`src/hdl/bcdec_pkg.sv`:
```
// shared types, format codes and divide helpers for the block decoder
// no dependencies
package bcdec_pkg;

    typedef enum logic [1:0] {
        FMT_DXT1_RGB  = 2'd0,
        FMT_DXT1_RGBA = 2'd1,
        FMT_DXT3      = 2'd2,
        FMT_DXT5      = 2'd3
    } fmt_t;

    localparam logic [7:0] ALPHA_OPAQUE = 8'd255;
    localparam logic [7:0] ALPHA_CLEAR  = 8'd0;
    localparam logic [3:0] TEXEL_LAST   = 4'd15;
    localparam logic [5:0] DXT5_IDX_LSB = 6'd16;

    // after the endpoint / weighted-sum stage
    typedef struct packed {
        fmt_t              fmt;
        logic              four;
        logic              punch;
        logic [2:0][7:0]   c0;
        logic [2:0][7:0]   c1;
        logic [2:0][7:0]   mid;
        logic [2:0][9:0]   s2;
        logic [2:0][9:0]   s3;
        logic [7:0]        a0;
        logic [7:0]        a1;
        logic              a_gt;
        logic [5:0][10:0]  asum;
        logic [31:0]       idx;
        logic [63:0]       abits;
    } sum_t;

    // finished palettes of one block
    typedef struct packed {
        fmt_t                 fmt;
        logic [3:0][2:0][7:0] col;
        logic [3:0][7:0]      calpha;
        logic [7:0][7:0]      apal;
        logic [31:0]          idx;
        logic [63:0]          abits;
    } pal_t;

    function automatic logic [7:0] expand5(input logic [4:0] v);
        return {v, v[4:2]};
    endfunction

    function automatic logic [7:0] expand6(input logic [5:0] v);
        return {v, v[5:4]};
    endfunction

    // x / 3 for x < 768 by reciprocal multiply
    function automatic logic [7:0] div3(input logic [9:0] x);
        logic [19:0] p;
        p = {10'd0, x} * 20'd683;
        return p[18:11];
    endfunction

    // x / 7 for x < 1786
    function automatic logic [7:0] div7(input logic [10:0] x);
        logic [22:0] p;
        p = {12'd0, x} * 23'd2341;
        return p[21:14];
    endfunction

    // x / 5 for x < 1276
    function automatic logic [7:0] div5(input logic [10:0] x);
        logic [22:0] p;
        p = {12'd0, x} * 23'd3277;
        return p[21:14];
    endfunction

endpackage

```
`src/hdl/bc1_bc2_bc3_block_decoder.sv`:
```
// Top level of the BC1/BC2/BC3 (DXT1/3/5) block decoder. One item on the blk channel is a
// compressed 4x4 block; it comes out as sixteen texel items in raster order, texel 15 carrying
// last_texel. A block leaves at one texel per cycle while texel_stall is low, set by the single
// texel output register; blocks follow each other with no gap, and a block's first texel goes
// through the stage 1, stage 2, walker and output registers. Stages: endpoint expansion and
// weighted sums, reciprocal-multiply divides for the palettes, texel walker with output register.
// depends on bcdec_pkg, bcdec_sum, bcdec_pal, bcdec_ser
module bc1_bc2_bc3_block_decoder (
    input  logic        clk,
    input  logic        rst_n,
    // configuration: block format, write only
    input  logic        cfg_write,
    input  logic [1:0]  cfg_data,
    // compressed block items
    input  logic        blk_valid,
    output logic        blk_stall,
    input  logic [15:0] color_end0,
    input  logic [15:0] color_end1,
    input  logic [31:0] color_indices,
    input  logic [63:0] alpha_bits,
    // decoded texel items
    output logic        texel_valid,
    input  logic        texel_stall,
    output logic [7:0]  red,
    output logic [7:0]  green,
    output logic [7:0]  blue,
    output logic [7:0]  alpha,
    output logic [3:0]  texel_pos,
    output logic        last_texel
);

    // format register, sampled with each block as it enters
    bcdec_pkg::fmt_t fmt_reg;

    always_ff @(posedge clk or negedge rst_n)
    begin
        if (!rst_n)
            fmt_reg <= bcdec_pkg::FMT_DXT1_RGB;
        else if (cfg_write)
            fmt_reg <= bcdec_pkg::fmt_t'(cfg_data);
    end

    // stage 1 to stage 2
    logic            s1_valid, s1_stall;
    bcdec_pkg::sum_t s1_data;
    // stage 2 to texel walker
    logic            s2_valid, s2_stall;
    bcdec_pkg::pal_t s2_data;

    bcdec_sum u_sum (
        .clk           (clk),
        .rst_n         (rst_n),
        .in_valid      (blk_valid),
        .in_stall      (blk_stall),
        .fmt           (fmt_reg),
        .color_end0    (color_end0),
        .color_end1    (color_end1),
        .color_indices (color_indices),
        .alpha_bits    (alpha_bits),
        .out_valid     (s1_valid),
        .out_stall     (s1_stall),
        .out_data      (s1_data)
    );

    bcdec_pal u_pal (
        .clk       (clk),
        .rst_n     (rst_n),
        .in_valid  (s1_valid),
        .in_stall  (s1_stall),
        .in_data   (s1_data),
        .out_valid (s2_valid),
        .out_stall (s2_stall),
        .out_data  (s2_data)
    );

    // holds one block and steps through its texels; a new block loads as the last texel leaves
    bcdec_ser u_ser (
        .clk        (clk),
        .rst_n      (rst_n),
        .in_valid   (s2_valid),
        .in_stall   (s2_stall),
        .in_data    (s2_data),
        .out_valid  (texel_valid),
        .out_stall  (texel_stall),
        .red        (red),
        .green      (green),
        .blue       (blue),
        .alpha      (alpha),
        .texel_pos  (texel_pos),
        .last_texel (last_texel)
    );

endmodule

```
`src/hdl/bcdec_sum.sv`:
```
// stage 1: endpoint expansion and palette weighted sums
// depends on bcdec_pkg
module bcdec_sum (
    input  logic               clk,
    input  logic               rst_n,
    input  logic               in_valid,
    output logic               in_stall,
    input  bcdec_pkg::fmt_t    fmt,
    input  logic [15:0]        color_end0,
    input  logic [15:0]        color_end1,
    input  logic [31:0]        color_indices,
    input  logic [63:0]        alpha_bits,
    output logic               out_valid,
    input  logic               out_stall,
    output bcdec_pkg::sum_t    out_data
);

    logic            valid_reg;
    bcdec_pkg::sum_t data_reg;
    bcdec_pkg::sum_t data_next;

    assign in_stall  = valid_reg && out_stall;
    assign out_valid = valid_reg;
    assign out_data  = data_reg;

    always_comb
    begin
        logic [10:0] a0x;
        logic [10:0] a1x;
        a0x = {3'd0, alpha_bits[7:0]};
        a1x = {3'd0, alpha_bits[15:8]};
        data_next.fmt   = fmt;
        data_next.four  = (fmt == bcdec_pkg::FMT_DXT3) || (fmt == bcdec_pkg::FMT_DXT5)
                          || (color_end0 > color_end1);
        data_next.punch = (fmt == bcdec_pkg::FMT_DXT1_RGBA) && !(color_end0 > color_end1);
        data_next.c0[0] = bcdec_pkg::expand5(color_end0[15:11]);
        data_next.c0[1] = bcdec_pkg::expand6(color_end0[10:5]);
        data_next.c0[2] = bcdec_pkg::expand5(color_end0[4:0]);
        data_next.c1[0] = bcdec_pkg::expand5(color_end1[15:11]);
        data_next.c1[1] = bcdec_pkg::expand6(color_end1[10:5]);
        data_next.c1[2] = bcdec_pkg::expand5(color_end1[4:0]);
        for (int ch = 0; ch < 3; ch++)
        begin
            logic [9:0] sum01;
            sum01 = {2'd0, data_next.c0[ch]} + {2'd0, data_next.c1[ch]};
            data_next.mid[ch] = sum01[8:1];
            data_next.s2[ch]  = sum01 + {2'd0, data_next.c0[ch]};
            data_next.s3[ch]  = sum01 + {2'd0, data_next.c1[ch]};
        end
        data_next.a0   = alpha_bits[7:0];
        data_next.a1   = alpha_bits[15:8];
        data_next.a_gt = alpha_bits[7:0] > alpha_bits[15:8];
        for (int k = 1; k <= 6; k++)
        begin
            if (data_next.a_gt)
                data_next.asum[k-1] = 11'(7 - k) * a0x + 11'(k) * a1x;
            else if (k <= 4)
                data_next.asum[k-1] = 11'(5 - k) * a0x + 11'(k) * a1x;
            else
                data_next.asum[k-1] = 11'd0;
        end
        data_next.idx   = color_indices;
        data_next.abits = alpha_bits;
    end

    always_ff @(posedge clk or negedge rst_n)
    begin
        if (!rst_n)
            valid_reg <= 1'b0;
        else if (!in_stall)
            valid_reg <= in_valid;
    end

    always_ff @(posedge clk)
    begin
        if (in_valid && !in_stall)
            data_reg <= data_next;
    end

endmodule

```
`src/hdl/bcdec_pal.sv`:
```
// stage 2: constant divides that finish the colour and alpha palettes
// depends on bcdec_pkg
module bcdec_pal (
    input  logic               clk,
    input  logic               rst_n,
    input  logic               in_valid,
    output logic               in_stall,
    input  bcdec_pkg::sum_t    in_data,
    output logic               out_valid,
    input  logic               out_stall,
    output bcdec_pkg::pal_t    out_data
);

    logic            valid_reg;
    bcdec_pkg::pal_t data_reg;
    bcdec_pkg::pal_t data_next;

    assign in_stall  = valid_reg && out_stall;
    assign out_valid = valid_reg;
    assign out_data  = data_reg;

    always_comb
    begin
        data_next.fmt = in_data.fmt;
        for (int ch = 0; ch < 3; ch++)
        begin
            data_next.col[0][ch] = in_data.c0[ch];
            data_next.col[1][ch] = in_data.c1[ch];
            data_next.col[2][ch] = in_data.four ? bcdec_pkg::div3(in_data.s2[ch])
                                                : in_data.mid[ch];
            data_next.col[3][ch] = in_data.four ? bcdec_pkg::div3(in_data.s3[ch]) : 8'd0;
        end
        data_next.calpha[0] = bcdec_pkg::ALPHA_OPAQUE;
        data_next.calpha[1] = bcdec_pkg::ALPHA_OPAQUE;
        data_next.calpha[2] = bcdec_pkg::ALPHA_OPAQUE;
        data_next.calpha[3] = in_data.punch ? bcdec_pkg::ALPHA_CLEAR : bcdec_pkg::ALPHA_OPAQUE;
        data_next.apal[0] = in_data.a0;
        data_next.apal[1] = in_data.a1;
        for (int k = 1; k <= 6; k++)
        begin
            if (in_data.a_gt)
                data_next.apal[k+1] = bcdec_pkg::div7(in_data.asum[k-1]);
            else if (k <= 4)
                data_next.apal[k+1] = bcdec_pkg::div5(in_data.asum[k-1]);
            else if (k == 5)
                data_next.apal[k+1] = bcdec_pkg::ALPHA_CLEAR;
            else
                data_next.apal[k+1] = bcdec_pkg::ALPHA_OPAQUE;
        end
        data_next.idx   = in_data.idx;
        data_next.abits = in_data.abits;
    end

    always_ff @(posedge clk or negedge rst_n)
    begin
        if (!rst_n)
            valid_reg <= 1'b0;
        else if (!in_stall)
            valid_reg <= in_valid;
    end

    always_ff @(posedge clk)
    begin
        if (in_valid && !in_stall)
            data_reg <= data_next;
    end

endmodule

```
`src/hdl/bcdec_ser.sv`:
```
// stage 3: walks the sixteen texels of a block into the output register
// depends on bcdec_pkg
module bcdec_ser (
    input  logic               clk,
    input  logic               rst_n,
    input  logic               in_valid,
    output logic               in_stall,
    input  bcdec_pkg::pal_t    in_data,
    output logic               out_valid,
    input  logic               out_stall,
    output logic [7:0]         red,
    output logic [7:0]         green,
    output logic [7:0]         blue,
    output logic [7:0]         alpha,
    output logic [3:0]         texel_pos,
    output logic               last_texel
);

    logic            blk_valid_reg;
    bcdec_pkg::pal_t blk_reg;
    logic [3:0]      cnt_reg;
    logic            out_valid_reg;
    logic [7:0]      red_reg, green_reg, blue_reg, alpha_reg;
    logic [3:0]      pos_reg;
    logic            last_reg;

    logic            emit;
    logic            blk_done;
    logic [1:0]      ci;
    logic [3:0]      v3;
    logic [2:0]      ai;
    logic [5:0]      ai_lsb;
    logic [7:0]      alpha_next;

    assign emit     = blk_valid_reg && (!out_valid_reg || !out_stall);
    assign blk_done = emit && (cnt_reg == bcdec_pkg::TEXEL_LAST);
    assign in_stall = blk_valid_reg && !blk_done;

    assign ci     = blk_reg.idx[{cnt_reg, 1'b0} +: 2];
    assign v3     = blk_reg.abits[{cnt_reg, 2'b00} +: 4];
    assign ai_lsb = {2'd0, cnt_reg} * 6'd3 + bcdec_pkg::DXT5_IDX_LSB;
    assign ai     = blk_reg.abits[ai_lsb +: 3];

    always_comb
    begin
        unique case (blk_reg.fmt)
            bcdec_pkg::FMT_DXT3: alpha_next = {v3, v3};
            bcdec_pkg::FMT_DXT5: alpha_next = blk_reg.apal[ai];
            default:             alpha_next = blk_reg.calpha[ci];
        endcase
    end

    always_ff @(posedge clk or negedge rst_n)
    begin
        if (!rst_n)
        begin
            blk_valid_reg <= 1'b0;
            cnt_reg       <= 4'd0;
            out_valid_reg <= 1'b0;
        end
        else
        begin
            if (in_valid && !in_stall)
            begin
                blk_valid_reg <= 1'b1;
                cnt_reg       <= 4'd0;
            end
            else if (blk_done)
                blk_valid_reg <= 1'b0;
            else if (emit)
                cnt_reg <= cnt_reg + 4'd1;

            if (emit)
                out_valid_reg <= 1'b1;
            else if (!out_stall)
                out_valid_reg <= 1'b0;
        end
    end

    always_ff @(posedge clk)
    begin
        if (in_valid && !in_stall)
            blk_reg <= in_data;
        if (emit)
        begin
            red_reg   <= blk_reg.col[ci][0];
            green_reg <= blk_reg.col[ci][1];
            blue_reg  <= blk_reg.col[ci][2];
            alpha_reg <= alpha_next;
            pos_reg   <= cnt_reg;
            last_reg  <= (cnt_reg == bcdec_pkg::TEXEL_LAST);
        end
    end

    assign out_valid  = out_valid_reg;
    assign red        = red_reg;
    assign green      = green_reg;
    assign blue       = blue_reg;
    assign alpha      = alpha_reg;
    assign texel_pos  = pos_reg;
    assign last_texel = last_reg;

endmodule

```
`config.mk`:
```
export PLATFORM = sky130hd
export DESIGN_NAME = bc1_bc2_bc3_block_decoder
export DESIGN_NICKNAME = d
export VERILOG_FILES = /design/src/hdl/bcdec_pkg.sv /design/src/hdl/bc1_bc2_bc3_block_decoder.sv /design/src/hdl/bcdec_sum.sv /design/src/hdl/bcdec_pal.sv /design/src/hdl/bcdec_ser.sv
export SDC_FILE = /design/constraint.sdc
export NUM_CORES = 2
export LEC_CHECK = 0
export BUFFER_PORTS_ARGS = -buffer_cell sky130_fd_sc_hd__buf_4
export CAP_MARGIN = 15
export CORE_UTILIZATION = 36
export DETAILED_ROUTE_END_ITERATION = 12
export SETUP_SLACK_MARGIN = 0.3
export SYNTH_ARGS = -nofsm -noshare
export SYNTH_HDL_FRONTEND = slang
export SYNTH_HIERARCHICAL = 1
export SYNTH_SLANG_ARGS = --single-unit
```
`constraint.sdc`:
```
create_clock -name clk -period 16.1 [get_ports clk]
set_input_delay 0.805 -clock clk [delete_from_list [all_inputs] [get_ports clk]]
set_output_delay 0.805 -clock clk [all_outputs]
set_load 0.005 [all_outputs]
```
==> metrics.yaml <==
cts:
  cts_tree: "done"
  clk_pin_slew_ps: 60
  insertion_delay_ps: 720
  cts_buffer_depth: 3
  cts.sink_count: 875
  htreeDepth: 3
  cts_setup_buffers: 0
  cts_buffers: 93
  cts_root_buf: "clkbuf_16"
timing:
  fin_crit_ps: 5764
  fin_tns_setup_ps: 0
  period_share: 0.3580
  fmax_mhz: 173.5
  hold-worst-slack_ps: 263.8
  tightest_slew_ps: 1290
  rsz0062_at_grt: "false"
  hold_viol: 0
  maxSlewViolCount: 0
  slew_headroom: 0.1266
  clock_skew_ps: 36.60
  finalSetupViolCount: 0
floorplanning:
  die_w_um: 429.8
  rows: 156
  die-area_um2: 184700
  io-pin-count: 174
  initial_core_util: 0.3633
  die_h_um: 429.8
  core_area_um2: 181300
drt:
  drt-total-wl_um: 143400
  drc: 0
  drtIter0Drc: 2204
  firstDrtPassIters: 7
  vias_per_cell: 4.924
  ant_nets: 0
  vias: 38780
  wl_per_cell_um: 18.21
worst_setup_path:
  crit_path_start_kind: "register"
  cp.arrival_ps: 6190
  critPathMaxFanout: 8
  critPathKind: "register to register"
  cp-end-kind: "register"
  crit_required_ps: 16530
  r2r_slack_ps: 10340
logic_synthesis:
  synth.yosys.seq_area_share: 0.3981
  ys_warn_count: 6
  syn_inst: 5245
  syn_avg_cell_area_um2: 12.56
  synth_area_um2: 65880
  ys_ff_latch: 875
  ys.flop_type: "edfxtp_1"
  synth_cell_types: 93
  synthArstFlopShare: 0.01143
  synth_edf_count: 865
global_routing:
  overflow: 0
  grt_util_all_layers: 0.1564
  grt_max_degree: 174
  grt_pass1_wl_um: 225800
  grt_pass1_vias: 40600
  antenna_found_initial: 5
power_and_ir_drop:
  p_int_w: 0.006578
  pwr-share-comb: 0.518
  power_w: 0.01067
  peakVddDrop_uv: 162.5
  p_per_area_nw_per_um2: 146.9
  cellLeakagePower_nw: 32.37
  p_sw_w: 0.004094
  switching_share: 0.3836
  seqPwrFrac: 0.282
  p_clk_frac: 0.199
placement:
  io_buffers: 173
  hpwl_um: 111500
  gp_congestion: 0.8687
final_layout:
  multi_input_area_um2: 35330
  nets: 7092
  largest_reg_flops: 290
  syn_to_final_growth_pct: 10.30
  layout-drive-gt1-share: 0.1010
  ff_latch_area_um2: 26230
  fill_cells: 16920
status:
  status: "finished clean"
hold_path:
  hold_class: "input pin to register"
job:
  drv_cap: 0
-- cell usage after synthesis, types with 7 or more instances --
cell,count,share of area
a31oi_1,18,0.0017
a21o_1,77,0.0088
o21bai_1,24,0.0027
o31ai_1,13,0.0015
nand2b_1,23,0.0022
a211oi_1,31,0.0035
clkbuf_1,34,0.0019
inv_1,958,0.055
a221oi_1,12,0.0016
and2_1,17,0.0016
nand3_1,63,0.0048
a22oi_1,10,0.0011
nand4_1,22,0.0021
nor2b_1,41,0.0039
dfrtp_1,10,0.0038
or3_1,25,0.0024
mux4_1,12,0.0048
a21oi_1,180,0.014
xnor2_1,176,0.023
nor2_1,186,0.011
o31a_1,8,0.0011
o22ai_1,7,0.00066
o21ai_0,107,0.0081
fa_1,365,0.11
edfxtp_1,865,0.39
mux4_2,95,0.032
xor2_1,102,0.014
a211o_1,8,0.0011
nor3_1,51,0.0039
buf_4,70,0.0080
buf_2,16,0.0012
o211ai_1,23,0.0026
and3_1,18,0.0017
nand2_1,122,0.0070
or2_2,14,0.0013
a31o_2,8,0.0011
mux2i_1,42,0.0064
o21a_1,32,0.0036
nand3b_1,7,0.00080
o41ai_1,10,0.0013
ha_1,1163,0.22
mux2_2,65,0.011
-- layout by cell type (no fill, tap or decap), drive strengths merged, types with 9 or more instances in the layout --
cell    synthesis  layout
ha           1163    1163
inv           959     970
edfxtp        865     865
fa            365     365
buf            96     196
nor2          186     186
a21oi         183     183
xnor2         176     176
nand2         122     122
o21ai         112     112
clkbuf         35     108
mux4          107     107
xor2          102     102
a21o           79      79
mux2           65      65
nand3          64      64
nor3           53      53
mux2i          42      42
clkinv          1      42
nor2b          41      41
o21a           32      32
a211oi         31      31
or3            26      26
o21bai         24      24
conb            1      24
o211ai         24      24
nand2b         23      23
nand4          22      22
and3           22      22
a31oi          18      18
and2           18      18
o31ai          16      16
or2            15      15
a221oi         14      14
o41ai          11      11
a22oi          10      10
dfrtp          10      10
o31a            9       9
-- through the flow --
step / util / setup slack [ps] / std cells / cell area (um2)
floorplan: - / 1472 / 5268 / 65970
global placement: 0.3840 / 10650 / 7703 / 69630
detailed placement: 0.3840 / 10400 / 7703 / 69630
CTS: 0.4007 / 10350 / 7873 / 72670
global route: 0.4008 / 9992 / 7874 / 72670
finish: 0.4008 / 10340 / 7875 / 72670
-- logic make-up (layout without fill, tap and decap cells) --
logic type,after synthesis,in the layout,synth area share
adders and majority gates,1528,1528,0.3318
and+or+nand+nor,629,629,0.04752
muxes,214,214,0.05475
xor gates and xnor gates,278,278,0.03696
buffers and inverters,1091,1326,0.06744
DFF,875,875,0.3981
AOI/OAI and AO/OA,629,629,0.06343
other,1,26,0.00005692
-- critical path, stage by stage, from the launching register on --
cell,delay [ps]
edfxtp_1,560
inv_1,140
ha_1,350
fa_1,560
inv_1,70
fa_1,540
inv_1,50
fa_1,410
inv_1,80
fa_1,430
ha_1,320
a2111oi_0,440
o21ai_0,170
a21oi_1,240
nor3_1,130
o31ai_1,540
o21ai_0,210
xnor2_1,180
mux2i_1,80
-- worst paths after layout --
kind / startpoint / end / cells after the start
max in group asynchronous: rst_n / u_ser/cnt_reg[0]$_DFFE_PN0P_ / 2
min reg2reg: u_sum/out_data[298]$_DFFE_PP_ / u_pal/out_data[203]$_DFFE_PP_ / 0
max: u_sum/out_data[110]$_DFFE_PP_ / u_pal/out_data[127]$_DFFE_PP_ / 18
max reg2reg: u_sum/out_data[110]$_DFFE_PP_ / u_pal/out_data[127]$_DFFE_PP_ / 18
min in group asynchronous: rst_n / u_sum/out_valid$_DFFE_PN0N_ / 2
min: alpha_bits[51] / u_sum/out_data[51]$_DFFE_PP_ / 1
-- power groups by stage --
| stage | combinational [W] | sequential [W] | clock (W) |
|---|---|---|---|
| 2_1_floorplan | 0.00422 | 0.00304 | 0 |
| 3_3_place_gp | 0.00548 | 0.00306 | 0 |
| 3_5_place_dp | 0.00556 | 0.00306 | 0 |
| 4_1_cts | 0.00561 | 0.00302 | 0.00220 |
| 5_1_grt | 0.00622 | 0.00303 | 0.00227 |
| 6_report | 0.00553 | 0.00301 | 0.00213 |
-- repair_timing --
item / CTS / global route
gates resized for setup: 0 / 0
setup endpoints to repair: 0 / 0
hold buffers: 1 / 0
hold endpoints to repair: 10 / 0
-- layer usage --
layer / share of wire / global-route usage / vias to the layer above
met2: 0.49 / 0.2705 / 694
met1: 0.45 / 0.2048 / 19100
met5: 0 / 0 / -
met3: 0.040 / 0.02126 / 172
met4: 0.023 / 0.04122 / 0
li1: - / - / 18820
-- cell type report --
type                       count  share of cell area
antenna                        2          0.00006887
clock inverter                61            0.008488
clock buffer                 108             0.03309
timing repair buffer         197             0.02090
sequential                   875              0.3609
inverter                     960             0.04959
tap                         2370             0.04081
multi-input combinational   3302              0.4861
No activity file was read; power rests on OpenSTA's default activity.
